### src/design/nat_mapping_table_with_aging_macros.svh
// Assertion macros for the NAT mapping table.
// Each macro takes a label, an antecedent and a consequent; clock is clk,
// reset is arst_n.
`ifndef NAT_MAPPING_TABLE_WITH_AGING_MACROS_SVH
`define NAT_MAPPING_TABLE_WITH_AGING_MACROS_SVH
`ifndef SYNTHESIS
`define NMT_ASSERT_SAME(lbl, ante, cons) \
	lbl: assert property (@(posedge clk) disable iff (!arst_n) (ante) |-> (cons)) \
		else $error("nat table assertion failed");
`define NMT_ASSERT_NEXT(lbl, ante, cons) \
	lbl: assert property (@(posedge clk) disable iff (!arst_n) (ante) |=> (cons)) \
		else $error("nat table assertion failed");
`else
`define NMT_ASSERT_SAME(lbl, ante, cons)
`define NMT_ASSERT_NEXT(lbl, ante, cons)
`endif
`endif

### src/design/nmt_pkg.sv
// ----------------------------------------------------------------------------
// nmt_pkg
// Types and constants shared by the NAT mapping table modules.
// ----------------------------------------------------------------------------
package nmt_pkg;

	localparam logic [1:0] OP_INSERT    = 2'd0;
	localparam logic [1:0] OP_LOOKUP_IN = 2'd1;
	localparam logic [1:0] OP_LOOKUP_EX = 2'd2;
	localparam logic [1:0] OP_TICK      = 2'd3;

	localparam logic [1:0] ST_OK   = 2'd0;
	localparam logic [1:0] ST_MISS = 2'd1;
	localparam logic [1:0] ST_FULL = 2'd2;

	localparam logic KIND_ICMP = 1'b0;
	localparam logic KIND_TCP  = 1'b1;

	localparam logic CFG_EXT_ADDR = 1'b0;
	localparam logic CFG_TIMEOUT  = 1'b1;

	localparam logic [15:0] TCP_PORT_START = 16'd1024;
	localparam logic [15:0] TIMEOUT_RESET  = 16'd60;

	typedef struct packed {
		logic [1:0]  opcode;
		logic        map_kind;
		logic [31:0] inside_address;
		logic [15:0] inside_port;
		logic [15:0] outside_port;
	} in_item_t;

	typedef struct packed {
		logic [1:0]  status;
		logic        found_kind;
		logic [31:0] found_inside_address;
		logic [15:0] found_inside_port;
		logic [31:0] found_outside_address;
		logic [15:0] found_outside_port;
		logic [31:0] found_stamp;
		logic [6:0]  removed_count;
	} out_item_t;

	typedef struct packed {
		logic        kind;
		logic [31:0] inside_address;
		logic [15:0] inside_port;
		logic [15:0] outside_port;
		logic [31:0] stamp;
	} entry_t;

	typedef struct packed {
		logic load;
		logic insert;
		logic scan;
		logic finish;
	} ctl_cmd_t;

	typedef struct packed {
		logic scan_done;
	} dp_sts_t;

endpackage

### src/design/nmt_ctrl.sv
// ----------------------------------------------------------------------------
// nmt_ctrl
// Sequencer: takes an item, runs insert or scan, hands the result to the
// output register once it is free.
// ----------------------------------------------------------------------------
`include "nat_mapping_table_with_aging_macros.svh"

module nmt_ctrl (
	input  logic              clk,
	input  logic              arst_n,
	input  logic              in_valid,
	input  logic [1:0]        opcode,
	output logic              in_stall,
	output logic              out_valid,
	input  logic              out_stall,
	output nmt_pkg::ctl_cmd_t cmd,
	input  nmt_pkg::dp_sts_t  sts
);

	typedef enum logic [1:0] {
		IDLE,
		INSERT,
		SCAN
	} state_t;

	state_t state_q;
	logic   out_valid_q;
	logic   out_free;

	assign out_free = !out_valid_q || !out_stall;
	assign in_stall = (state_q != IDLE);
	assign out_valid = out_valid_q;

	always_comb begin
		cmd.load = in_valid && (state_q == IDLE);
		cmd.insert = (state_q == INSERT) && out_free;
		cmd.scan = (state_q == SCAN) && !sts.scan_done;
		cmd.finish = (state_q == SCAN) && sts.scan_done && out_free;
	end

	always_ff @(posedge clk or negedge arst_n) begin
		if (!arst_n) begin
			state_q <= IDLE;
			out_valid_q <= 1'b0;
		end else begin
			if (cmd.insert || cmd.finish) begin
				out_valid_q <= 1'b1;
			end else if (!out_stall) begin
				out_valid_q <= 1'b0;
			end
			case (state_q)
				IDLE: begin
					if (in_valid) begin
						state_q <= (opcode == nmt_pkg::OP_INSERT) ? INSERT : SCAN;
					end
				end
				INSERT: begin
					if (cmd.insert) begin
						state_q <= IDLE;
					end
				end
				SCAN: begin
					if (cmd.finish) begin
						state_q <= IDLE;
					end
				end
				default: state_q <= IDLE;
			endcase
		end
	end

	`NMT_ASSERT_SAME(a_insert_free, cmd.insert, !out_valid_q || !out_stall)
	`NMT_ASSERT_SAME(a_finish_done, cmd.finish, sts.scan_done)
	`NMT_ASSERT_NEXT(a_result_shown, cmd.insert || cmd.finish, out_valid_q)

endmodule

### config.mk
export PLATFORM = sky130hd
export DESIGN_NAME = nmt_ctrl
export DESIGN_NICKNAME = d
export VERILOG_FILES = /design/src/design/nmt_pkg.sv /design/src/design/nmt_ctrl.sv
export VERILOG_INCLUDE_DIRS = /design/src /design/src/design
export SDC_FILE = /design/constraint.sdc
export NUM_CORES = 1
export LEC_CHECK = 0
export ABC_CLOCK_PERIOD_IN_PS = 1100
export CORE_AREA = 10 10 47 49
export CTS_BUF_LIST = sky130_fd_sc_hd__clkbuf_4 sky130_fd_sc_hd__clkbuf_8
export CTS_CLUSTER_SIZE = 8
export DETAILED_ROUTE_END_ITERATION = 8
export DIE_AREA = 0 0 57 59
export DONT_BUFFER_PORTS = 1
export GPL_TIMING_DRIVEN = 0
export SLEW_MARGIN = 30
export SYNTH_ARGS = -nofsm -noshare
export SYNTH_HDL_FRONTEND = slang
export SYNTH_SLANG_ARGS = --single-unit
### constraint.sdc
create_clock -name clk -period 1.1 [get_ports clk]
set_input_delay 0.165 -clock clk [delete_from_list [all_inputs] [get_ports clk]]
set_output_delay 0.165 -clock clk [all_outputs]
set_load 0.01 [all_outputs]
==> reports/qor.csv, run 1 <==
stage,metric,value,unit
cells_and_area,layoutNonFillerInstCount,42,
drt,vias_per_cell,4.21,
grt,grt_usage,4.12,%
drt,wirelength,573,um
critical_path,crit_path_start_kind,flip-flop,
drt,vias,177,
clock_network,clk_latency,0.24,ns
grt,grt_overflow_total,0,
drt,drcViolationCount,0,
drt,ant_nets,0,
power,switchingPower,0.220,mW
grt,antenna_found_initial,0,
critical_path,worstPathRequired,0.94,ns
synthesis,ys_seq_area_share,43.8,%
cells_and_area,final_area,263,um2
synthesis,synth_top_area_share,43.8,%
synthesis,synth_common_cells,"a21oi_1, dfrtp_1, inv_1, nand3_1",
sta,finalHoldViolations,0,
synthesis,synth_top_family_by_area,simple AND/OR/NAND/NOR gates,
cells_and_area,fin_nets,34,
synthesis,synthTopCellsByArea,"dfrtp_1, a21oi_1, nand3_1, or4b_1, a221oi_1",
cells_and_area,diodes,0,
min_path,min_path_type,in -> reg,
synthesis,netlist_instances,20,
place,pre_cts_slack,-0.0661,ns
min_path,min-delay-start,out_stall,
die,num_rows,14,
synthesis,ys_ff_latch,3,
critical_path,critPathKind,reg -> out,
die,die_w,57,um
grt,grt_pass1_wl,931,um
critical_path,r2r_slack,-0.03,ns
clock_network,cts_inserted_buffers,3,
sta,worst_pin_slew,0.254,ns
synthesis,synth_edf_count,0,
clock_network,path_clk_slew,0.04,ns
synthesis,synth_area,171,um2
synthesis,async_reset_ff_share,100,%
power,p_int,0.390,mW
synthesis,synth-compound-area-share,16.8,%
grt,grt_pass1_vias,191,
critical_path,reg2reg_to,state_q[0]$_DFFE_PN0P_,
die,io_pins,13,
sta,rsz0062_at_grt,yes,
cells_and_area,final_layout_size_suffix_gt1_share,42.3,%
synthesis,synth_top_area_cell,dfrtp_1,
drt,wire_per_inst,13.6,um
critical_path,cp-end-kind,output port,
sta,setup_viol,6,
place,place_area,191,um2
critical_path,worst_r2r_path_depth,2,
clock_network,htreeDepth,1,
power,max-vdd-ir-drop,862,uV
critical_path,worstReg2RegStart,state_q[0]$_DFFE_PN0P_,
min_path,hold_path_depth,2,
critical_path,critical_path_peak_fanout,6,
synthesis,synth.area.mux_share,0,%
critical_path,worstPathArrival,1.10,ns
run_status,violations,negative setup slack,
drt,drt-initial-drc-count,2,
power,pwr-share-comb,29.9,%
synthesis,synth_xor_area_share,0,%
power,power_per_cell_area,2320,nW/um2
sta,post-route-min-period,1.26,ns
die,core,1400,um2
die,dieHeight,59,um
synthesis,syn_nets,27,
sta,clock.fmax,792,MHz
power,p_sw_share,36.1,%
clock_network,clock_sinks,3,
clock_network,root_buffer,clkbuf_4,
drt,dr.pass1.iters,4,
synthesis,yosysWarningCount,0,
sta,maxSlewHeadroom,83.0,%
die,start_util,12.2,%
power,power.leakage,0.106,nW
die,dieArea,3360,um2
synthesis,ys_dominant_reg_cell,dfrtp_1,
cells_and_area,area_delta_synth_final,53.3,%
grt,grt_max_degree,8,
place,gp_congestion,0.651,
power,pwr-share-seq,33.9,%
place,place_inst,36,
place,port_buffers,0,
sta,slew_violations,0,
sta,post-route-period-util,115,%
clock_network,cts_tree,built,
flow_run,maxCapViolCount,0,
synthesis,synthAdderAreaFrac,0,%
min_path,holdPathEnd,out_valid$_DFFE_PN0P_,
synthesis,avgSynthCellArea,8.57,um2
sta,setup_ws,-0.163,ns
clock_network,clockBufferDepth,2,
run_status,status,"finished, violations left",
power,pwr-share-clk,36.1,%
synthesis,synthSimpleGateAreaFrac,35.0,%
sta,fin_skew,0.00419,ns
synthesis,synth_cell_types,14,
==> worst max path at each step <==
stage / cells past startpoint / slack [ns] / end / startpoint
floorplan: 2 / 0.005 / state_q[0]$_DFFE_PN0P_ / state_q[0]$_DFFE_PN0P_
CTS: 2 / -0.17 / cmd[2] / state_q[1]$_DFFE_PN0P_
finish: 2 / -0.16 / cmd[2] / state_q[1]$_DFFE_PN0P_
detailed placement: 2 / -0.07 / state_q[0]$_DFFE_PN0P_ / state_q[0]$_DFFE_PN0P_
global placement: 2 / -0.05 / state_q[0]$_DFFE_PN0P_ / state_q[0]$_DFFE_PN0P_
global route: 2 / -0.22 / cmd[2] / state_q[1]$_DFFE_PN0P_
==> cell usage in the layout (no fill, tap or decap) <==
cell type,n
and2_1,1
or4b_1,1
inv_1,2
or2b_1,1
a21oi_1,1
buf_4,1
a21oi_2,2
nor2_4,1
dfrtp_1,2
o21ai_0,1
nand2_1,1
nand3b_1,1
dfrtp_2,1
a221oi_1,1
nand3_1,2
clkbuf_4,4
or2_4,1
nor3_2,1
dlygate4sd3_1,1
==> per-stage QoR <==
stage                     setup TNS, ns  utilization (%)  power [mW]  hold slack, ns
after global placement          -0.0950             13.7       0.330          -0.130
final                            -0.535             18.8       0.610          0.0864
after CTS                        -0.624             18.8       0.623          0.0752
after detailed placement         -0.108             13.7       0.332          -0.130
after global routing             -0.909             18.8       0.671          0.0837
after floorplan                       0                -       0.299          -0.131
==> logic make-up after synthesis <==
family          after synthesis
compound gates                5
buf+inv                       2
flops                         3
simple gates                 10
==> layer usage <==
layer	part of all wire (%)	track usage [%]	routed length (um)	vias up
met4	4.7	5.03	27	0
met1	39	4.07	223	76
li1	-	-	-	82
met2	32	3.41	183	17
met3	24	5.15	138	2
met5	0	0	0	-
==> timing repair <==
item,CTS,global route
gates resized for setup,7,0
pin swaps,2,1
setup endpoints to repair,6,6
endpoints found under the hold margin,3,0
setup buffers,1,0
hold buffers,1,0
==> final cells by class <==
type | count | area (um2)
tap | 16 | 20.0
clock buffer | 4 | 30.0
multi-input combinational | 15 | 111
fill | 169 | 1140
timing repair buffer | 2 | 17.5
inverter | 2 | 7.51
sequential | 3 | 76.3
==> flip-flops by register name (all words and copies together) (netlist names) <==
register   cells
out_valid      1
state_q        2
==> power by group through the flow <==
stage	Clock (mW)	Combinational, mW	Sequential (mW)
floorplan	0	0.112	0.187
global placement	0	0.131	0.199
detailed placement	0	0.132	0.200
CTS	0.232	0.186	0.206
global route	0.253	0.203	0.215
finish	0.220	0.183	0.207
==> worst max-delay path: stages (launching register included) <==
cell	delay [ns]
dfrtp_1	0.42
or2b_1	0.27
a21oi_2	0.17
Note: power is estimated with default switching activity, not from simulation.
==> run 2: changes to the inputs <==
Settings changed: ABC_AREA set to 1.
==> run 2 against run 1 <==
Effect of this change:
- flip-flop and latch count is the same
- worst hold slack gained 0.044 ns
- via count rose by 20%
- routed wire length rose by 4.5%
- die area is the same
- first-iteration DRC count grew 100%
- highest routed layer unchanged
- critical path depth is 1 higher
- the flow still finishes with violations (negative setup slack)
==> reports/qor.csv, run 2 <==
stage,metric,value,unit
place,hpwl,471,um
drt,wire_per_inst,11.5,um
die,dieArea,3360,um2
sta,worst_pin_slew,0.173,ns
critical_path,crit_path_start_kind,flip-flop,
die,core,1400,um2
synthesis,ys_seq_area_share,40.0,%
synthesis,ys_ff_latch,3,
place,place_inst,45,
clock_network,clock_sinks,3,
synthesis,netlist_instances,29,
clock_network,cts_tree,built,
die,io_pins,13,
cells_and_area,regMostFlops,state_q,
cells_and_area,largest_register_ffs,2,
critical_path,worstPathRequired,0.94,ns
power,power_per_cell_area,2610,nW/um2
sta,slew_violations,0,
synthesis,synth_cell_types,9,
sta,finalHoldViolations,0,
flow_run,maxCapViolCount,0,
power,power.leakage,0.147,nW
cells_and_area,final_cell_mix,"nor2_4, clkbuf_4",
cells_and_area,area_delta_synth_final,66.7,%
die,dieHeight,59,um
sta,setup_ws,-0.0935,ns
sta,maxSlewHeadroom,88.4,%
min_path,min_path_type,in -> reg,
cells_and_area,layoutNonFillerInstCount,52,
sta,setup_viol,4,
drt,vias,212,
drt,drt-initial-drc-count,4,
grt,antenna_found_initial,0,
synthesis,synth_edf_count,0,
clock_network,clk_latency,0.24,ns
sta,rsz0062_at_grt,yes,
cells_and_area,final_layout_size_suffix_gt1_share,58.3,%
critical_path,r2r_slack,0.13,ns
synthesis,yosysMostFrequentCell,nor2_1,
run_status,violations,negative setup slack,
place,place_area,208,um2
critical_path,worstPathArrival,1.03,ns
place,gp_congestion,0.619,
grt,grt_usage,3.76,%
grt,grt_max_degree,5,
synthesis,synth_area,188,um2
min_path,min-delay-start,opcode[0],
grt,grt_pass1_vias,227,
critical_path,startpoint,state_q[1]$_DFFE_PN0P_,
cells_and_area,nFillCells,161,
synthesis,avgSynthCellArea,6.47,um2
sta,fin_skew,0.000204,ns
drt,wirelength,599,um
drt,vias_per_cell,4.08,
clock_network,htreeDepth,1,
cells_and_area,final_area,313,um2
critical_path,worstReg2RegStart,out_valid$_DFFE_PN0P_,
critical_path,cp-end-kind,output port,
grt,grt_overflow_total,0,
drt,ant_nets,0,
critical_path,critical_path_peak_fanout,4,
synthesis,yosysWarningCount,0,
synthesis,syn_nets,36,
synthesis,synth_top_area_share,40.0,%
synthesis,synthTopCellsByArea,"dfrtp_1, nor2_1, nand2_1, inv_1, nand3_1",
synthesis,synth_common_cells,"nor2_1, nand2_1, inv_1",
sta,setup-tns-final,-0.173,ns
sta,post-route-min-period,1.19,ns
place,port_buffers,0,
clock_network,clockBufferDepth,2,
die,num_rows,14,
drt,drcViolationCount,0,
synthesis,ys_dominant_reg_cell,dfrtp_1,
clock_network,cts_inserted_buffers,3,
sta,post-route-period-util,109,%
critical_path,critPathKind,reg -> out,
power,max-vdd-ir-drop,441,uV
cells_and_area,fin_nets,44,
drt,dr.pass1.iters,2,
grt,grt_pass1_wl,910,um
clock_network,root_buffer,clkbuf_4,
synthesis,async_reset_ff_share,100,%
die,start_util,13.4,%
cells_and_area,diodes,0,
sta,clock.fmax,838,MHz
clock_network,path_clk_slew,0.04,ns
die,die_w,57,um
synthesis,synth_top_area_cell,dfrtp_1,
run_status,status,"finished, violations left",
-- run 2: cell count changes in the layout (fill, tap and decap cells not counted), sizes merged, moves of 2 or more --
cell	before	now
nand2	1	6
nor2	1	9
a21oi	3	1
inv	2	6
-- run 2: cells by family after synthesis --
logic type,share of synthesized area (%)
buf+inv,12.0
compound gates,7.33
simple gates,40.7
flops,40.0
-- run 2: layout make-up --
| class | count | area (um2) | share of cell area (%) |
|---|---|---|---|
| Tap cell | 16 | 20.0 | 6.40 |
| Timing Repair Buffer | 3 | 28.8 | 9.20 |
| Clock buffer | 4 | 30.0 | 9.60 |
| Inverter | 6 | 25.0 | 8.00 |
| Sequential cell | 3 | 76.3 | 24.4 |
| Multi-Input combinational cell | 20 | 133 | 42.4 |
-- run 2: per-layer routing --
layer | vias to the layer above | wire length (um) | share of wire [%] | global-route usage [%]
li1 | 100 | - | - | -
met1 | 98 | 206 | 34 | 2.73
met2 | 10 | 301 | 50 | 5.58
met3 | 4 | 55 | 9.2 | 1.50
met4 | 0 | 36 | 6.0 | 7.05
met5 | - | 0 | 0 | 0
-- run 2: final timing paths --
kind,endpoint,depth (start not counted)
hold / removal,state_q[0]$_DFFE_PN0P_,3
hold reg to reg,state_q[0]$_DFFE_PN0P_,3
max in group asynchronous,state_q[1]$_DFFE_PN0P_,1
min in group asynchronous,out_valid$_DFFE_PN0P_,1
setup reg to reg,state_q[1]$_DFFE_PN0P_,5
setup / recovery,cmd[3],3
-- run 2: timing repair --
item                                    in CTS  in global routing
endpoints found under the setup margin       4                  6
hold buffers                                 1                  0
endpoints found under the hold margin        3                  0
gates cloned                                 0                  0
gates resized for setup                     11                  6
setup buffers                                2                  1
pin swaps                                    4                  5
-- run 2: per-stage QoR --
step / total power, mW / util [%] / setup slack [ns] / hold WS (ns)
floorplan: 0.410 / - / 0.150 / -0.131
global placement: 0.453 / 14.8 / 0.0793 / -0.130
global route: 0.879 / 22.3 / -0.127 / 0.141
detailed placement: 0.462 / 14.8 / 0.0726 / -0.130
finish: 0.817 / 22.3 / -0.0935 / 0.130
CTS: 0.801 / 21.3 / -0.105 / 0.126
-- run 2: worst max-delay path, cell delays in order (launching register included) --
cell	delay [ns]
dfrtp_2	0.43
nor2_2	0.15
inv_2	0.10
nor2_4	0.12
-- run 2: report_power, final --
part	switching (mW)	internal [mW]	total, mW
logic	0.240	0.135	0.374
clock network	0.0625	0.161	0.223
registers	0.0612	0.158	0.219
==> run 3: changes to the inputs <==
Settings changed: GPL_TIMING_DRIVEN 0 to 1.
==> run 3 against run 2 <==
Effect of this change:
- utilization is 0.71 points lower
- the run still ends with negative setup slack left
- worst hold slack got worse by 0.022 ns
- cell area is 3.2% lower
- clock-buffer cell count did not move
- routed wire length rose by 0.17%
- non-clock buffer count did not move
- clock power barely moved
==> reports/qor.csv, run 3 (synthesis gave the netlist of run 2 again) <==
stage,metric,value,unit
clock_network,clockBufferDepth,2,
sta,rsz0062_at_grt,yes,
cells_and_area,largest_register_ffs,2,
flow_run,maxCapViolCount,0,
clock_network,clock_sinks,3,
cells_and_area,nFillCells,169,
place,place_inst,46,
drt,vias_per_cell,4.02,
sta,slew_violations,0,
critical_path,cp-end-kind,output port,
place,hpwl,480,um
sta,fin_hold_ws,0.108,ns
die,dieArea,3360,um2
sta,setup_ws,-0.0699,ns
clock_network,cts_inserted_buffers,3,
die,start_util,13.4,%
drt,vias,209,
grt,grt_overflow_total,0,
clock_network,clk_latency,0.24,ns
drt,drt-initial-drc-count,0,
sta,clock.fmax,855,MHz
sta,post-route-min-period,1.17,ns
place,port_buffers,0,
clock_network,root_buffer,clkbuf_4,
drt,wirelength,600,um
cells_and_area,fin_nets,44,
run_status,violations,negative setup slack,
power,power_per_cell_area,2690,nW/um2
place,pre_cts_slack,0.0810,ns
power,p_total,0.813,mW
cells_and_area,final_layout_size_suffix_gt1_share,50.0,%
sta,finalHoldViolations,0,
critical_path,critPathKind,reg -> out,
die,io_pins,13,
power,max-vdd-ir-drop,499,uV
clock_network,path_clk_slew,0.04,ns
cells_and_area,area_delta_synth_final,61.3,%
die,dieHeight,59,um
run_status,status,"finished, violations left",
clock_network,cts_tree,built,
drt,drcViolationCount,0,
cells_and_area,diodes,0,
die,core,1400,um2
cells_and_area,final_cell_mix,"inv_1, nor2_4, nand2_1, clkbuf_4",
drt,dr.pass1.iters,1,
clock_network,htreeDepth,1,
die,die_w,57,um
sta,post-route-period-util,106,%
grt,grt_pass1_wl,869,um
sta,maxSlewHeadroom,88.3,%
sta,fin_skew,0.00372,ns
power,power.leakage,0.149,nW
cells_and_area,fin_util,21.6,%
sta,worst_pin_slew,0.175,ns
place,gp_congestion,0.624,
min_path,min_path_type,in -> reg,
cells_and_area,layoutNonFillerInstCount,52,
critical_path,worstPathRequired,0.94,ns
grt,grt_pass1_vias,218,
drt,wire_per_inst,11.5,um
die,num_rows,14,
critical_path,critical_path_peak_fanout,4,
drt,ant_nets,0,
grt,antenna_found_initial,0,
critical_path,crit_path_start_kind,flip-flop,
critical_path,worstPathArrival,1.00,ns
sta,setup_viol,4,
cells_and_area,regMostFlops,state_q,
grt,grt_max_degree,5,
grt,grt_usage,3.72,%
## run 3: cell counts in the layout (fill, tap and decap cells not counted)
No cell type changed its count.
## run 3: cell type report
| cell class | instances | area (um2) | share of cell area (%) |
|---|---|---|---|
| clock buffers | 4 | 30.0 | 9.92 |
| inverters | 6 | 22.5 | 7.44 |
| multi-input cells | 20 | 130 | 43.0 |
| flip-flops and latches | 3 | 75.1 | 24.8 |
| well taps | 16 | 20.0 | 6.61 |
| repair buffers | 3 | 25.0 | 8.26 |
## run 3: what timing repair did
action,CTS,global route
hold buffers,1,0
setup buffers,1,0
gates resized for setup,10,2
endpoints found under the hold margin,3,0
setup endpoints to repair,4,4
pin swaps,3,1
## run 3: final timing paths
kind	from	cells after the start	endpoint	slack (ns)
max in group asynchronous	arst_n	1	state_q[0]$_DFFE_PN0P_	0.78
min reg2reg	out_valid$_DFFE_PN0P_	2	out_valid$_DFFE_PN0P_	0.54
max reg2reg	state_q[1]$_DFFE_PN0P_	5	state_q[0]$_DFFE_PN0P_	0.11
max	state_q[1]$_DFFE_PN0P_	3	cmd[3]	-0.07
min	out_stall	2	out_valid$_DFFE_PN0P_	0.11
min in group asynchronous	arst_n	1	state_q[1]$_DFFE_PN0P_	0.18
## run 3: where the power goes
group	internal, mW	switching (mW)	total, mW
registers	0.155	0.0464	0.201
logic	0.143	0.246	0.389
clock network	0.161	0.0624	0.223
## run 3: worst max-delay path: stages, from the launching register on
cell and delay [ns]:
dfrtp_1 0.42, nor2_2 0.14, inv_2 0.09, nor2_4 0.11
## run 3: per-stage QoR
stage | setup TNS, ns | area (um2)
after floorplan | 0 | 188
after global placement | 0 | 215
after detailed placement | 0 | 215
after CTS | -0.256 | 295
after global routing | -0.423 | 303
final | -0.185 | 303
## run 3: metal layers
metal,up-vias,GRT usage (%),share of wire (%)
li1,99,-,-
met1,96,2.97,35
met2,10,4.96,52
met3,4,1.07,6.0
met4,0,8.05,6.7
met5,-,0,0
